--- src/hw/rtl/cfr_pkg.sv ---
// ----------------------------------------------------------------------------
// Checksummed frame receiver package
// Shared result codes, sync constant and controller/datapath interface types.
// ----------------------------------------------------------------------------
package cfr_pkg;

  localparam logic [7:0] SYNC_BYTE = 8'hFF;
  localparam int unsigned IDX_W = 4;

  typedef enum logic [1:0] {
    ST_PARAM     = 2'd0,
    ST_EMPTY     = 2'd1,
    ST_CSUM_ERR  = 2'd2,
    ST_LEN_ERR   = 2'd3
  } status_e;

  typedef struct packed {
    logic cap_first;
    logic cap_type;
    logic cap_len;
    logic cap_param;
    logic emit_len_err;
    logic emit_csum_err;
    logic emit_empty;
    logic start_dump;
    logic emit_param;
  } cmd_t;

  typedef struct packed {
    logic sync_ok;
    logic len_over;
    logic len_in_zero;
    logic len_q_zero;
    logic param_done;
    logic csum_ok;
    logic dump_done;
    logic out_free;
  } sts_t;

endpackage

--- src/hw/rtl/cfr_ctrl.sv ---
// ----------------------------------------------------------------------------
// Checksummed frame receiver controller
// Frame state machine that sequences the datapath and drives input ready.
// ----------------------------------------------------------------------------
module cfr_ctrl (
  input  logic          clk_i,
  input  logic          rst_ni,
  input  logic          in_valid_i,
  output logic          in_ready_o,
  input  cfr_pkg::sts_t sts_i,
  output cfr_pkg::cmd_t cmd_o
);

  typedef enum logic [6:0] {
    S_SYNC0 = 7'b0000001,
    S_SYNC1 = 7'b0000010,
    S_TYPE  = 7'b0000100,
    S_LEN   = 7'b0001000,
    S_PARAM = 7'b0010000,
    S_CSUM  = 7'b0100000,
    S_DUMP  = 7'b1000000
  } state_e;

  state_e state_q, state_d;
  logic   accept;

  always_comb begin
    unique case (state_q)
      S_LEN, S_CSUM: in_ready_o = sts_i.out_free;
      S_DUMP:        in_ready_o = 1'b0;
      default:       in_ready_o = 1'b1;
    endcase
  end

  assign accept = in_valid_i && in_ready_o;

  always_comb begin
    state_d = state_q;
    cmd_o   = '0;
    unique case (state_q)
      S_SYNC0: begin
        if (accept) begin
          cmd_o.cap_first = 1'b1;
          state_d = S_SYNC1;
        end
      end
      S_SYNC1: begin
        if (accept) begin
          state_d = sts_i.sync_ok ? S_TYPE : S_SYNC0;
        end
      end
      S_TYPE: begin
        if (accept) begin
          cmd_o.cap_type = 1'b1;
          state_d = S_LEN;
        end
      end
      S_LEN: begin
        if (accept) begin
          if (sts_i.len_over) begin
            cmd_o.emit_len_err = 1'b1;
            state_d = S_SYNC0;
          end else begin
            cmd_o.cap_len = 1'b1;
            state_d = sts_i.len_in_zero ? S_CSUM : S_PARAM;
          end
        end
      end
      S_PARAM: begin
        if (accept) begin
          cmd_o.cap_param = 1'b1;
          if (sts_i.param_done) begin
            state_d = S_CSUM;
          end
        end
      end
      S_CSUM: begin
        if (accept) begin
          priority if (!sts_i.csum_ok) begin
            cmd_o.emit_csum_err = 1'b1;
            state_d = S_SYNC0;
          end else if (sts_i.len_q_zero) begin
            cmd_o.emit_empty = 1'b1;
            state_d = S_SYNC0;
          end else begin
            cmd_o.start_dump = 1'b1;
            state_d = S_DUMP;
          end
        end
      end
      S_DUMP: begin
        if (sts_i.out_free) begin
          cmd_o.emit_param = 1'b1;
          if (sts_i.dump_done) begin
            state_d = S_SYNC0;
          end
        end
      end
      default: state_d = S_SYNC0;
    endcase
  end

  always_ff @(posedge clk_i or negedge rst_ni) begin
    if (!rst_ni) begin
      state_q <= S_SYNC0;
    end else begin
      state_q <= state_d;
    end
  end

endmodule

--- src/hw/rtl/cfr_dpath.sv ---
// ----------------------------------------------------------------------------
// Checksummed frame receiver datapath
// Frame registers, running sum, parameter memory and the result register.
// ----------------------------------------------------------------------------
module cfr_dpath #(
  parameter int unsigned Depth = 16
) (
  input  logic          clk_i,
  input  logic          rst_ni,
  input  logic [7:0]    rx_byte_i,
  input  cfr_pkg::cmd_t cmd_i,
  output cfr_pkg::sts_t sts_o,
  output logic          out_valid_o,
  input  logic          out_ready_i,
  output logic [1:0]    status_o,
  output logic [7:0]    frame_type_o,
  output logic [7:0]    frame_length_o,
  output logic [3:0]    param_index_o,
  output logic [7:0]    param_value_o,
  output logic          last_o
);

  localparam int unsigned AddrW = (Depth > 1) ? $clog2(Depth) : 1;
  localparam logic [7:0] LenLimit = 8'(Depth);

  logic [7:0]       first_sync_q;
  logic [7:0]       type_q;
  logic [7:0]       length_q;
  logic [7:0]       sum_q;
  logic [AddrW-1:0] pos_q;
  logic [7:0]       mem_q [Depth];

  logic             out_valid_q;
  logic [1:0]       out_status_q;
  logic [7:0]       out_type_q;
  logic [7:0]       out_length_q;
  logic [3:0]       out_index_q;
  logic [7:0]       out_value_q;
  logic             out_last_q;

  logic             emit_any;
  logic             emit_single;
  logic             pos_is_end;

  assign emit_single = cmd_i.emit_len_err || cmd_i.emit_csum_err || cmd_i.emit_empty;
  assign emit_any    = emit_single || cmd_i.emit_param;
  assign pos_is_end  = (8'(pos_q) == (length_q - 8'd1));

  assign sts_o.sync_ok     = (first_sync_q == cfr_pkg::SYNC_BYTE) &&
                             (rx_byte_i == cfr_pkg::SYNC_BYTE);
  assign sts_o.len_over    = (rx_byte_i > LenLimit);
  assign sts_o.len_in_zero = (rx_byte_i == 8'd0);
  assign sts_o.len_q_zero  = (length_q == 8'd0);
  assign sts_o.param_done  = pos_is_end;
  assign sts_o.csum_ok     = (~sum_q == rx_byte_i);
  assign sts_o.dump_done   = pos_is_end;
  assign sts_o.out_free    = !out_valid_q || out_ready_i;

  always_ff @(posedge clk_i or negedge rst_ni) begin
    if (!rst_ni) begin
      first_sync_q <= '0;
      type_q       <= '0;
      length_q     <= '0;
      sum_q        <= '0;
      pos_q        <= '0;
    end else begin
      if (cmd_i.cap_first) begin
        first_sync_q <= rx_byte_i;
      end
      if (cmd_i.cap_type) begin
        type_q <= rx_byte_i;
      end
      if (cmd_i.emit_len_err) begin
        length_q <= '0;
      end else if (cmd_i.cap_len) begin
        length_q <= rx_byte_i;
      end
      if (cmd_i.cap_len) begin
        sum_q <= type_q + rx_byte_i;
      end else if (cmd_i.cap_param) begin
        sum_q <= sum_q + rx_byte_i;
      end
      if (cmd_i.cap_len || cmd_i.start_dump) begin
        pos_q <= '0;
      end else if (cmd_i.cap_param || cmd_i.emit_param) begin
        pos_q <= pos_q + AddrW'(1);
      end
    end
  end

  always_ff @(posedge clk_i) begin
    if (cmd_i.cap_param) begin
      mem_q[pos_q] <= rx_byte_i;
    end
    if (cmd_i.emit_param) begin
      out_value_q <= mem_q[pos_q];
    end else if (emit_single) begin
      out_value_q <= '0;
    end
  end

  always_ff @(posedge clk_i or negedge rst_ni) begin
    if (!rst_ni) begin
      out_valid_q <= 1'b0;
    end else if (emit_any) begin
      out_valid_q <= 1'b1;
    end else if (out_ready_i) begin
      out_valid_q <= 1'b0;
    end
  end

  always_ff @(posedge clk_i) begin
    if (emit_any) begin
      out_type_q <= type_q;
      unique case (1'b1)
        cmd_i.emit_len_err: begin
          out_status_q <= cfr_pkg::ST_LEN_ERR;
          out_length_q <= rx_byte_i;
          out_index_q  <= '0;
          out_last_q   <= 1'b1;
        end
        cmd_i.emit_csum_err: begin
          out_status_q <= cfr_pkg::ST_CSUM_ERR;
          out_length_q <= length_q;
          out_index_q  <= '0;
          out_last_q   <= 1'b1;
        end
        cmd_i.emit_empty: begin
          out_status_q <= cfr_pkg::ST_EMPTY;
          out_length_q <= 8'd0;
          out_index_q  <= '0;
          out_last_q   <= 1'b1;
        end
        default: begin
          out_status_q <= cfr_pkg::ST_PARAM;
          out_length_q <= length_q;
          out_index_q  <= cfr_pkg::IDX_W'(pos_q);
          out_last_q   <= pos_is_end;
        end
      endcase
    end
  end

  assign out_valid_o    = out_valid_q;
  assign status_o       = out_status_q;
  assign frame_type_o   = out_type_q;
  assign frame_length_o = out_length_q;
  assign param_index_o  = out_index_q;
  assign param_value_o  = out_value_q;
  assign last_o         = out_last_q;

endmodule

--- src/hw/rtl/checksummed_frame_receiver_unit.sv ---
// ----------------------------------------------------------------------------
// Checksummed frame receiver
// Parses sync, type, length, parameter and checksum bytes into result items.
// ----------------------------------------------------------------------------
//
//   Channel   Handshake               Payload
//   input     in_valid_i/in_ready_o   rx_byte_i
//   output    out_valid_o/out_ready_i status_o, frame_type_o, frame_length_o,
//                                     param_index_o, param_value_o, last_o
//
// Header and parameter bytes are taken one per cycle. A length or checksum
// byte waits only while the result register is full and not being drained.
// After a good frame the parameter memory is read out one result per cycle
// while the result register is free, and input is held off until the last
// parameter is out. Reset returns the receiver to hunting for a sync pair;
// the memory needs no clearing.
module checksummed_frame_receiver_unit #(
  parameter int unsigned MAX_PARAM_BYTES = 16
) (
  input  logic       clk_i,
  input  logic       rst_ni,
  input  logic       in_valid_i,
  output logic       in_ready_o,
  input  logic [7:0] rx_byte_i,
  output logic       out_valid_o,
  input  logic       out_ready_i,
  output logic [1:0] status_o,
  output logic [7:0] frame_type_o,
  output logic [7:0] frame_length_o,
  output logic [3:0] param_index_o,
  output logic [7:0] param_value_o,
  output logic       last_o
);

  localparam int unsigned StoreDepth = 16;
  localparam int unsigned Limit =
    (MAX_PARAM_BYTES > StoreDepth) ? StoreDepth : MAX_PARAM_BYTES;

  cfr_pkg::cmd_t cmd;
  cfr_pkg::sts_t sts;

  cfr_ctrl u_ctrl (
    .clk_i      (clk_i),
    .rst_ni     (rst_ni),
    .in_valid_i (in_valid_i),
    .in_ready_o (in_ready_o),
    .sts_i      (sts),
    .cmd_o      (cmd)
  );

  cfr_dpath #(
    .Depth (Limit)
  ) u_dpath (
    .clk_i          (clk_i),
    .rst_ni         (rst_ni),
    .rx_byte_i      (rx_byte_i),
    .cmd_i          (cmd),
    .sts_o          (sts),
    .out_valid_o    (out_valid_o),
    .out_ready_i    (out_ready_i),
    .status_o       (status_o),
    .frame_type_o   (frame_type_o),
    .frame_length_o (frame_length_o),
    .param_index_o  (param_index_o),
    .param_value_o  (param_value_o),
    .last_o         (last_o)
  );

endmodule
--- config.mk ---
export PLATFORM = sky130hd
export DESIGN_NAME = checksummed_frame_receiver_unit
export DESIGN_NICKNAME = d
export VERILOG_FILES = /design/src/hw/rtl/cfr_pkg.sv /design/src/hw/rtl/cfr_ctrl.sv /design/src/hw/rtl/cfr_dpath.sv /design/src/hw/rtl/checksummed_frame_receiver_unit.sv
export SDC_FILE = /design/constraint.sdc
export NUM_CORES = 1
export LEC_CHECK = 0
export BUFFER_PORTS_ARGS = -buffer_cell sky130_fd_sc_hd__buf_4
export CAP_MARGIN = 20
export CORE_ASPECT_RATIO = 1.5
export CORE_UTILIZATION = 45
export CTS_BUF_LIST = sky130_fd_sc_hd__clkbuf_2
export CTS_CLUSTER_SIZE = 30
export DETAILED_ROUTE_END_ITERATION = 7
export PLACE_DENSITY = 0.64
export SLEW_MARGIN = 40
export SYNTH_ARGS = -nofsm -noshare
export SYNTH_HDL_FRONTEND = slang
export SYNTH_SLANG_ARGS = --single-unit
--- constraint.sdc ---
create_clock -name clk_i -period 8.66 [get_ports clk_i]
set_input_delay 0.433 -clock clk_i [delete_from_list [all_inputs] [get_ports clk_i]]
set_output_delay 0.433 -clock clk_i [all_outputs]
set_load 0.1 [all_outputs]
**After elaboration in Yosys (flattened, before gate mapping)**

Memories as Yosys holds them, arrays and structs flattened.
Index checks and enable logic that the tools add are counted.

- Flip-flop bits (word level): 75
- Latch bits: 0
- RAM bits: 128
- Memory bits (read-only): 0
- Bits of input ports: 12
- Output and inout port bits: 33
- Logic and storage cells: 107
- Memories kept: 1

Memories:

| memory | depth | width | read ports | clocked after memory_dff | wr ports | RTL line | text |
|---|---|---|---|---|---|---|---|
| u_dpath.mem_q | 16 | 8 | 1 | 0 | 1 | cfr_dpath.sv:31 | `logic [7:0] mem_q [Depth];` |

- Add/sub/neg operators: 4
- Multiply operators: 0
- Divide/modulo/power cells: 0
- $lt $le $gt $ge: 1
- Eq/ne operators: 20
- Shifts and indexed selects: 0
- Muxes and demuxes: 48
- Bitwise operators: 1
- Reductions and logical operators: 19

Operators with widths:

| operator | count |
|---|---|
| 2-to-1 mux 7 bit | 12 |
| case mux 7 bit (7 select lines) | 1 |
| 2-to-1 mux 8 bit | 6 |
| 2-to-1 mux 1 bit | 19 |
| inequality test 2 x 1 -> 1 bit, second input constant | 9 |
| adder 8 bit | 2 |
| == test 8 bit, second input constant | 2 |
| logical NOT 8 bit | 2 |
| case mux 8 bit (2 select lines) | 1 |
| nonzero test 2 bit | 5 |
| 2-to-1 mux 3 bit | 3 |
| AND reduction 9 bit | 1 |
| == test 4 x 8 -> 1 bit | 1 |
| == test 8 bit | 1 |
| > comparator 8 x 5 -> 1 bit, second input constant | 1 |
| 2-to-1 mux 4 bit | 2 |
| NOT 8 bit | 1 |
| subtractor 8 x 1 -> 8 bit, second input constant | 1 |
| == test 7 x 1 -> 1 bit, second input constant | 1 |
| == test 7 x 2 -> 1 bit, second input constant | 1 |
| == test 7 x 3 -> 1 bit, second input constant | 1 |
| == test 7 x 4 -> 1 bit, second input constant | 1 |
| == test 7 x 5 -> 1 bit, second input constant | 1 |
| == test 7 x 6 -> 1 bit, second input constant | 1 |
| 11 further kinds | 17 |

**Longest topological paths before layout**

Gate-level depths: netlist (run 1).

- Depth after elaboration: 10
- Gate-level depth with buffers: 15
- Depth with buffers taken out: 13

**Cells and area by module**

From an unflattened synthesis (run 1), not the netlist that was laid out.

- Cells, all modules: 557
- Area, all modules: 8907.3 um2

Modules (own cells, without submodules):

| module | instances | cells an instance | area each (um2) | seq. area each (um2) |
|---|---|---|---|---|
| cfr_dpath | 1 | 470 | 8229.1 | 5700.5 |
| cfr_ctrl | 1 | 87 | 678.2 | 176.4 |

**Least setup slack after synthesis (run 1)**

Ideal clock, no wire load.

- Path kind: in2reg
- From: in rx_byte_i[0]
- To: reg u_dpath.sum_q[6]
- Setup time: 0.127 ns
- Arrival: 3.592 ns
- Data required time: 8.533 ns
- Setup slack: 4.941 ns
- Stages: 14
- Path buffers: 1
- Cells stage by stage: or4_1 a21oi_2 nand3_1 nor2_2 buf_4 mux2_2 ha_1 fa_1 a21o_1 a21o_1 a21o_1 a21oi_1 xor2_1 o21ai_0

- Word-level cells in the longest chain between the ends: 5
- Elaborated cells between the ends (all ways): 9
- Those cells by class: add/sub: 2; order compare: 1; mux: 5; reduce/logical: 1

RTL lines:

| element | RTL line | text |
|---|---|---|
| start, declared | checksummed_frame_receiver_unit.sv:24 | `input logic [7:0] rx_byte_i,` |
| > comparator 8 x 5 -> 1 bit | cfr_dpath.sv:51 | `assign sts_o.len_over = (rx_byte_i > LenLimit);` |
| 2-to-1 mux 1 bit | cfr_ctrl.sv:60 | `if (sts_i.len_over) begin` |
| 2-to-1 mux 1 bit | cfr_ctrl.sv:59 | `if (accept) begin` |
| 2-to-1 mux 1 bit | cfr_ctrl.sv:40 | `unique case (state_q)` |
| 2-to-1 mux 8 bit / nonzero test 2 bit (equally long branches) | -- |  |
| end signal, assigned | cfr_dpath.sv:79 | `sum_q <= type_q + rx_byte_i;` |
| end signal, assigned | cfr_dpath.sv:81 | `sum_q <= sum_q + rx_byte_i;` |
| end, declared | cfr_dpath.sv:29 | `logic [7:0] sum_q;` |

Parallel ways exist; a longest one is shown, timed or not. The select of a mux whose other input is x is not followed.
A chain may end at the register's enable or synchronous reset.

**Worst setup path in the final report (run 1)**

Ends and elaborated chain as after synthesis.

==> results of run 1 <==
[final cells by class]
type                       count  area [µm²]
fill                        1647        9160
sequential                   203        5880
multi-input combinational    291        2740
timing repair buffer          62         490
clock buffer                  67         335
tap                          256         320
clock inverter                18         103
inverter                      15        56.3
antenna                        1        2.50
[layer usage]
metal  global-route usage  wire length [µm]
met1                0.234              7290
met2                0.364             10400
met3               0.0393               865
met4               0.0919               616
met5                    0                 0
[sequential cells by signal, summed over array words and instances, names as in the netlist, 7 cells and up]
| signal | count |
|---|---|
| u_dpath.mem_q | 128 |
| u_dpath.sum_q | 8 |
| u_dpath.type_q | 8 |
| u_dpath.length_q | 8 |
| u_dpath.param_value_o | 8 |
| u_dpath.frame_length_o | 8 |
| u_dpath.frame_type_o | 8 |
| u_dpath.first_sync_q | 8 |
| u_ctrl.state_q | 7 |
[Yosys cell counts, types with 2 or more instances]
cell type	number	area, µm²
o21ai_0	11	55.1
mux2_2	29	327
o31ai_1	2	15.0
ha_1	12	150
mux4_2	40	901
dfrtp_1	43	1080
edfxtp_1	159	4770
or4_1	2	15.0
nor3_1	5	25.0
mux2_4	2	30.0
nor2_1	25	93.8
clkbuf_1	12	45.0
inv_1	15	56.3
and3_1	2	12.5
xnor2_1	5	43.8
buf_2	4	20.0
o2111ai_1	3	26.3
a21oi_1	12	60.1
o211ai_1	2	15.0
nand4_1	12	75.1
buf_1	2	7.51
nand2b_1	4	25.0
a21o_1	5	37.5
or3_1	2	12.5
a22o_1	8	70.1
nand2_1	23	86.3
nand3_1	6	30.0
a31o_1	2	17.5
xor2_1	15	131
and2_1	18	113
nor2b_1	12	75.1
nor4_1	6	37.5
[timing repair]
item                                   in CTS  in global routing
endpoints found under the hold margin      98                  1
setup buffers                               0                  0
hold buffers                                9                  1
[per-stage QoR]
step           utilization  total power [mW]  hold WS, ps  setup slack [ps]
2_1_floorplan            -              1.30          137              4940
3_3_place_gp         0.491              1.35          462              4320
3_5_place_dp         0.491              1.37          457              4170
4_1_cts              0.519              1.97         4.41              4420
5_1_grt              0.520              2.04          112              4240
6_report             0.520              1.96          162              4380
[cells by family (layout without fill, tap and decap cells)]
group	Yosys count	after routing	share of synthesized area
simple gates	128	128	0.0798
other cells	0	1	0
mux	72	72	0.145
flops	203	203	0.672
fa+ha+maj	13	13	0.0195
buf+inv	35	162	0.0169
compound gates	58	58	0.0469
xor+xnor	20	20	0.0200
[power by group through the flow]
stage	Sequential [mW]	Combinational [mW]	Clock [mW]
after floorplan	1.18	0.121	0
after global placement	1.13	0.226	0
after detailed placement	1.13	0.233	0
after CTS	1.11	0.237	0.627
after global routing	1.12	0.255	0.675
final	1.11	0.236	0.608
[worst max-delay path, stage by stage]
cell,delay (ps)
dlygate4sd3_1,540
buf_4,220
or4_1,590
a21oi_2,230
nand3_1,180
nor2_2,650
mux2_2,410
ha_1,220
fa_1,420
a21o_1,180
a21o_1,200
a21o_1,180
a21oi_1,170
xor2_1,160
o21ai_0,100
[worst max-delay path by stage]
stage,start,endpoint,slack [ps],cells past startpoint
6_report,rx_byte_i[0],u_dpath.sum_q[6]$_DFFE_PN0P_,4380,15
5_1_grt,u_ctrl.state_q[6]$_DFFE_PN0P_,u_dpath.sum_q[6]$_DFFE_PN0P_,4240,13
4_1_cts,rx_byte_i[0],u_dpath.sum_q[6]$_DFFE_PN0P_,4420,15
3_5_place_dp,rx_byte_i[0],u_dpath.sum_q[6]$_DFFE_PN0P_,4170,14
3_3_place_gp,rx_byte_i[0],u_dpath.sum_q[6]$_DFFE_PN0P_,4320,14
2_1_floorplan,rx_byte_i[0],u_dpath.sum_q[6]$_DFFE_PN0P_,4940,14
[cell usage in the layout, fill, tap and decap left out, types with 3 or more instances in the layout]
cell type      count
xor2_1            15
clkinv_1          12
mux4_2            40
o21ai_0           11
edfxtp_1         159
nand2b_1           4
clkbuf_2          67
dfrtp_1           41
and2_1            18
nor3_1             5
nor2_2             5
dlygate4sd3_1     10
nand3_1            6
mux2_2            29
inv_1             15
nand2_1           23
xnor2_1            5
o2111ai_1          3
nor2b_1           12
nand4_1           12
nor4_1             6
a22o_1             8
a21oi_1           12
ha_1              12
buf_4             52
clkinv_2           3
a21o_1             5
nor2_1            21
==> impl_metrics.yaml, run 1 <==
outcome:
  status: "finished, final reports clean"
clock_network:
  cts_resized: 0
  numCtsBuffers: 47
  ctsLongestPathBuffers: 3
  h-tree-depth: 2
  clk_pin_slew_ps: 110
  clock-sinks: 203
  clock_latency_ps: 770
  cts_tree: "done"
  cts_root_buffer: "clkbuf_2"
critical_path:
  reg2reg_depth: 13
  worstPathArrival_ps: 4900
  required_ps: 9280
  timing.rr.start: "u_ctrl.state_q[1]$_DFFE_PN0P_"
  critPathKind: "input pin to flop"
  cp-end-kind: "flop"
  rrSetupSlack_ps: 4430
  startpoint_type: "input pin"
  regToRegEndpoint: "u_dpath.sum_q[6]$_DFFE_PN0P_"
  crit_path_max_fanout: 24
min_path:
  hp-class: "input pin to flop"
  min_to: "u_dpath.length_q[0]$_DFFE_PN0P_"
  hp-start: "in_valid_i"
  whs_path_depth: 4
sta:
  fin_skew_ps: 49.2
  hold_viol: 0
  tns_ps: 0
  fmax_mhz: 234
  setup_viol: 0
  drv_slew: 0
  fin_crit_sh: 0.494
  period_minus_slack_ps: 4280
  rsz0062_at_grt: "no"
  max_slew.worst_pin.slew_ps: 764
  slew_headroom: 0.490
detailed_routing:
  ant_nets: 0
  wl_per_cell_um: 21.0
  dr.pass1.iters: 5
  drc: 0
  num_vias: 5067
  totalWireLength_um: 19200
  drt_iter0_drc: 253
  via_per_inst: 5.55
floorplan:
  chipWidth_um: 116
  dieArea_mm2: 0.0200
  coreArea_mm2: 0.0191
  die_h_um: 173
  rows: 62
  ios: 45
  start_util: 0.458
final_layout:
  syn2layout_area_growth_pct: 13.4
  layout.nets: 645
  fin_cells: 913
  drive_gt1_frac: 0.325
  final_area_mm2: 0.00992
pwr:
  ir_drop_v: 0.000144
  leakage_nw: 3.75
  switching_share: 0.277
  power.density_mw_per_mm2: 197
  internal-power_mw: 1.41
  p_sw_mw: 0.541
  clockPowerShare: 0.311
  comb_power_share: 0.121
  p_seq_frac: 0.568
synth:
  synth_edf_count: 159
  syn_area_mm2: 0.00875
  synthFlopType: "edfxtp_1"
  synth.distinct_cells: 61
  synthArstFlopShare: 0.217
  synth_area_per_cell_um2: 16.5
  ys_ff_latch: 203
  synth_cells: 529
  yosys_warnings: 0
  synth-seq-area-share: 0.672
  synthesis.nets: 554
global_route:
  grt_antenna_before_repair: 1
  first_global_vias: 5459
  track_usage: 0.205
  grt_first_pass_wirelength_um: 29900
  grt_max_degree: 45
  grt_overflow: 0
place:
  gp_congestion: 0.842
  dpl_cell_area_mm2: 0.00938
  placed_cells: 817
  io_buffers: 44
  dp_hpwl_um: 12200
flow_run:
  max-cap-violations: 0
No activity file was read; power rests on OpenSTA's default activity.
==> inputs of run 2 (changes only) <==
clock period = 4.2 ns   (was 8.66 ns; I/O delays follow)
==> run 2 against run 1 <==
Clock skew rose by 38 ps. Critical endpoint is now u_dpath.sum_q[7]$_DFFE_PN0P_. Non-clock buffer count grew 14. Total power is 110% higher.
==> impl_metrics.yaml, run 2 (same netlist as run 1, synthesis figures left out) <==
floorplan:
  rows: 62
  chipWidth_um: 116
  start_util: 0.458
  dieArea_mm2: 0.0200
  ios: 45
  coreArea_mm2: 0.0191
  die_h_um: 173
detailed_routing:
  drt_iter0_drc: 237
  ant_nets: 0
  via_per_inst: 5.41
  totalWireLength_um: 19300
  dr.pass1.iters: 5
  drc: 0
  wl_per_cell_um: 20.8
  num_vias: 5014
clock_network:
  ctsLongestPathBuffers: 3
  cts_tree: "done"
  clk_pin_slew_ps: 100
  clock-sinks: 203
  cts_resized: 0
  cts_root_buffer: "clkbuf_2"
  numCtsBuffers: 47
  h-tree-depth: 2
  clock_latency_ps: 750
critical_path:
  timing.rr.start: "u_ctrl.state_q[4]$_DFFE_PN0P_"
  worstPathArrival_ps: 4250
  critPathKind: "flop to flop"
  cp-end-kind: "flop"
  crit_path_max_fanout: 13
  startpoint_type: "flop"
  reg2reg_depth: 13
  required_ps: 4790
  regToRegEndpoint: "u_dpath.sum_q[7]$_DFFE_PN0P_"
  rrSetupSlack_ps: 540
sta:
  max_slew.worst_pin.slew_ps: 629
  setup_viol: 0
  setup_ws_ps: 543
  hold_viol: 0
  fmax_mhz: 273
  period_minus_slack_ps: 3660
  drv_slew: 0
  fin_crit_sh: 0.871
  rsz0062_at_grt: "no"
  fin_skew_ps: 87.7
  slew_headroom: 0.581
  tns_ps: 0
min_path:
  min_to: "u_dpath.out_valid_o$_DFFE_PN0P_"
  hp-class: "input pin to flop"
  whs_path_depth: 4
  hp-start: "out_ready_i"
place:
  gp_congestion: 0.828
  dp_slack_ps: 536
  dp_hpwl_um: 12900
  io_buffers: 44
pwr:
  total_power_mw: 4.07
  leakage_nw: 3.81
  ir_drop_v: 0.000248
  power.density_mw_per_mm2: 405
final_layout:
  final_cell_mix: "edfxtp_1 (159), buf_4 (62), clkbuf_2 (60)"
  largest_register_ffs: 128
  drive_gt1_frac: 0.324
  top_register: "u_dpath.mem_q"
  layout.nets: 659
  final_common_cell: "edfxtp_1"
  syn2layout_area_growth_pct: 14.9
global_route:
  track_usage: 0.210
  grt_overflow: 0
  first_global_vias: 5545
  grt_first_pass_wirelength_um: 30900
  grt_antenna_before_repair: 1
  grt_max_degree: 32
outcome:
  status: "finished, final reports clean"
flow_run:
  max-cap-violations: 0
[run 2: worst max path at each step]
stage | depth (start not counted) | end | startpoint | slack, ps
after global placement | 14 | u_dpath.sum_q[6]$_DFFE_PN0P_ | rx_byte_i[0] | 550
after floorplan | 14 | u_dpath.sum_q[6]$_DFFE_PN0P_ | rx_byte_i[0] | 700
after global routing | 13 | u_dpath.sum_q[7]$_DFFE_PN0P_ | u_ctrl.state_q[4]$_DFFE_PN0P_ | 270
after detailed placement | 14 | u_dpath.sum_q[7]$_DFFE_PN0P_ | rx_byte_i[0] | 540
after CTS | 13 | u_dpath.sum_q[7]$_DFFE_PN0P_ | u_ctrl.state_q[4]$_DFFE_PN0P_ | 550
final | 13 | u_dpath.sum_q[7]$_DFFE_PN0P_ | u_ctrl.state_q[4]$_DFFE_PN0P_ | 540
[run 2: routing by layer]
layer	track usage	routed length, µm	vias up
met1	0.243	7190	2530
met5	0	0	-
li1	-	-	2308
met3	0.0365	708	39
met2	0.375	10700	137
met4	0.0903	700	0
[run 2: area by class of cell]
cell class              instances  area, µm²
repair buffers                 76        601
fillers                      1631       9040
clock inverters                25        150
multi-input cells             291       2730
clock buffers                  60        300
diodes                          1       2.50
well taps                     256        320
flip-flops and latches        203       5880
inverters                      15       56.3
[run 2: report_power, final]
part | leakage [nW] | switching (mW) | internal (mW)
registers | 2.02 | 0.0504 | 2.24
logic | 1.46 | 0.313 | 0.183
clock network | 0.321 | 0.758 | 0.521
total | 3.81 | 1.12 | 2.95
[run 2: through the flow]
stage	instance area (µm²)	std cells	hold slack (ps)	utilization
finish	10000	927	415	0.526
global placement	9440	827	247	0.495
floorplan	8750	529	-85.6	-
detailed placement	9450	827	248	0.495
CTS	10000	926	357	0.526
global route	10000	927	383	0.526
[run 2: repair_timing]
action | 4_1_cts | 5_1_grt
setup buffers | 0 | 0
hold endpoints to repair | 164 | 0
hold buffers | 14 | 0
[run 2: worst max-delay path, stage by stage (launching register included)]
cell and delay, ps:
dfrtp_1 440, nor4_1 460, and2_1 250, nand3_1 160, nor2_2 230, buf_4 240
mux2_2 350, ha_1 330, a211oi_1 320, o21ai_0 150, o211ai_1 130, xor2_1 220
o32ai_1 130, a21oi_1 120
==> inputs of run 3 (changes only) <==
clock period = 4.7 ns   (was 4.2 ns; I/O delays follow)
==> run 3 against run 2 <==
Die area unchanged. Hold slack lost 43 ps. Clock power down 14%. Total power fell by 12%. Design area shrank 0.80%. Sequential share of layout area rose by 0.42 points. Non-clock buffer count fell by 9. Cell count fell by 1.4%. Combinational power down 10%. Clock skew down 15 ps. Critical path type unchanged. Largest power group unchanged. Largest cell class unchanged. Via count up 1.2%.
==> impl_metrics.yaml, run 3 (same netlist as run 1, synthesis figures left out) <==
outcome:
  status: "finished, final reports clean"
critical_path:
  startpoint_type: "flop"
  regToRegEndpoint: "u_dpath.sum_q[7]$_DFFE_PN0P_"
  crit_path_max_fanout: 14
  timing.rr.start: "u_ctrl.state_q[2]$_DFFE_PN0P_"
  critPathKind: "flop to flop"
  cp-end-kind: "flop"
  required_ps: 5390
  cp_cell_sequence: "nor3_1 > nand4_1 > nand3_1 > nor2_2 > buf_4 > mux2_2 > ha_1 > a21o_1 > a211oi_1 > o21ai_0 > o211ai_1 > xor2_1 > o32ai_1 > a21oi_1"
  worstPathArrival_ps: 4450
  reg2reg_depth: 14
  rrSetupSlack_ps: 950
  max_stage_delay_ps: 510
  cpMaxStageDelayCell: "nor3_1"
  critPathLaunch: "u_ctrl.state_q[2]$_DFFE_PN0P_"
detailed_routing:
  drt_iter0_drc: 257
  totalWireLength_um: 19300
  num_vias: 5073
  via_per_inst: 5.55
  dr.pass1.iters: 4
  wl_per_cell_um: 21.1
  drc: 0
  ant_nets: 0
sta:
  holdWs_ps: 372
  rsz0062_at_grt: "no"
  setup_viol: 0
  fin_crit_sh: 0.799
  fin_skew_ps: 72.9
  fmax_mhz: 266
  period_minus_slack_ps: 3750
  slew_headroom: 0.461
  tns_ps: 0
  hold_viol: 0
  max_slew.worst_pin.slew_ps: 803
  drv_slew: 0
final_layout:
  drive_gt1_frac: 0.324
  multi_input_area_mm2: 0.00273
  layout.nets: 648
  top_register: "u_dpath.mem_q"
  syn2layout_area_growth_pct: 14.0
  final_area_mm2: 0.00997
  final_common_cell: "edfxtp_1"
  nFillCells: 1667
  final_cell_mix: "edfxtp_1 (159), clkbuf_2 (67), buf_4 (54)"
  largest_register_ffs: 128
  regArea_mm2: 0.00588
place:
  io_buffers: 44
  gp_congestion: 0.832
  dpl_cell_area_mm2: 0.00939
  dp_hpwl_um: 12500
floorplan:
  rows: 62
  start_util: 0.458
  coreArea_mm2: 0.0191
  ios: 45
  dieArea_mm2: 0.0200
  die_h_um: 173
  chipWidth_um: 116
clock_network:
  post-cts-setup-buffers: 0
  cts_resized: 0
  cts_hold_buf: 13
  numCtsBuffers: 45
  cts_tree: "done"
  h-tree-depth: 2
  clock_latency_ps: 800
  clk_pin_slew_ps: 120
  cts_root_buffer: "clkbuf_2"
  ctsLongestPathBuffers: 3
  clock-sinks: 203
global_route:
  grt_max_degree: 44
  grt_antenna_before_repair: 1
  grt_overflow: 0
  track_usage: 0.207
  first_global_vias: 5397
  grt_first_pass_wirelength_um: 30100
pwr:
  power.density_mw_per_mm2: 361
  leakage_nw: 3.77
  ir_drop_v: 0.000200
flow_run:
  max-cap-violations: 0
min_path:
  hp-class: "input pin to flop"
  min_to: "u_dpath.mem_q[12][5]$_DFFE_PP_"
  whs_path_depth: 2
  hp-start: "rx_byte_i[5]"
run 3: worst max-delay path by stage:
stage,depth (start not counted),to,slack [ps]
after floorplan,14,u_dpath.sum_q[6]$_DFFE_PN0P_,1180
after global placement,14,u_dpath.sum_q[6]$_DFFE_PN0P_,970
after detailed placement,15,u_dpath.sum_q[7]$_DFFE_PN0P_,860
after CTS,14,u_dpath.sum_q[7]$_DFFE_PN0P_,990
after global routing,14,u_dpath.sum_q[7]$_DFFE_PN0P_,610
final,14,u_dpath.sum_q[7]$_DFFE_PN0P_,950
run 3: metal layers:
metal,global-route usage,vias to the layer above,share of wire
li1,-,2278,-
met5,0,-,0
met1,0.241,2570,0.38
met3,0.0389,50,0.046
met2,0.362,175,0.54
met4,0.0962,0,0.036
run 3: area by class of cell:
cell class                 count  area share
inverter                      15     0.00565
clock inverter                14     0.00891
sequential                   203       0.590
antenna                        1    0.000251
clock buffer                  67      0.0336
multi-input combinational    291       0.274
tap                          256      0.0321
timing repair buffer          67      0.0555
run 3: worst max-delay path: cells and delay by family (launching register included):
kind,cells,cell delay [ps]
and+or+nand+nor,4,1200
AOI/OAI and AO/OA,6,1000
DFF,1,450
muxes,1,320
adders and majority gates,1,290
xor gates and xnor gates,1,220
buffers and inverters,1,200
run 3: where the power goes:
group	switching [mW]	internal (mW)
sequential	0.0445	2.01
clock	0.663	0.437
combinational	0.284	0.161
run 3: per-stage QoR:
stage                     worst slack, ps  power (mW)  utilization  instances
after detailed placement              858        2.52        0.492        819
after CTS                             986        3.63        0.522        913
after global placement                973        2.50        0.492        819
final                                 947        3.60        0.522        914
after floorplan                      1180        2.39            -        529
after global routing                  608        3.75        0.522        914
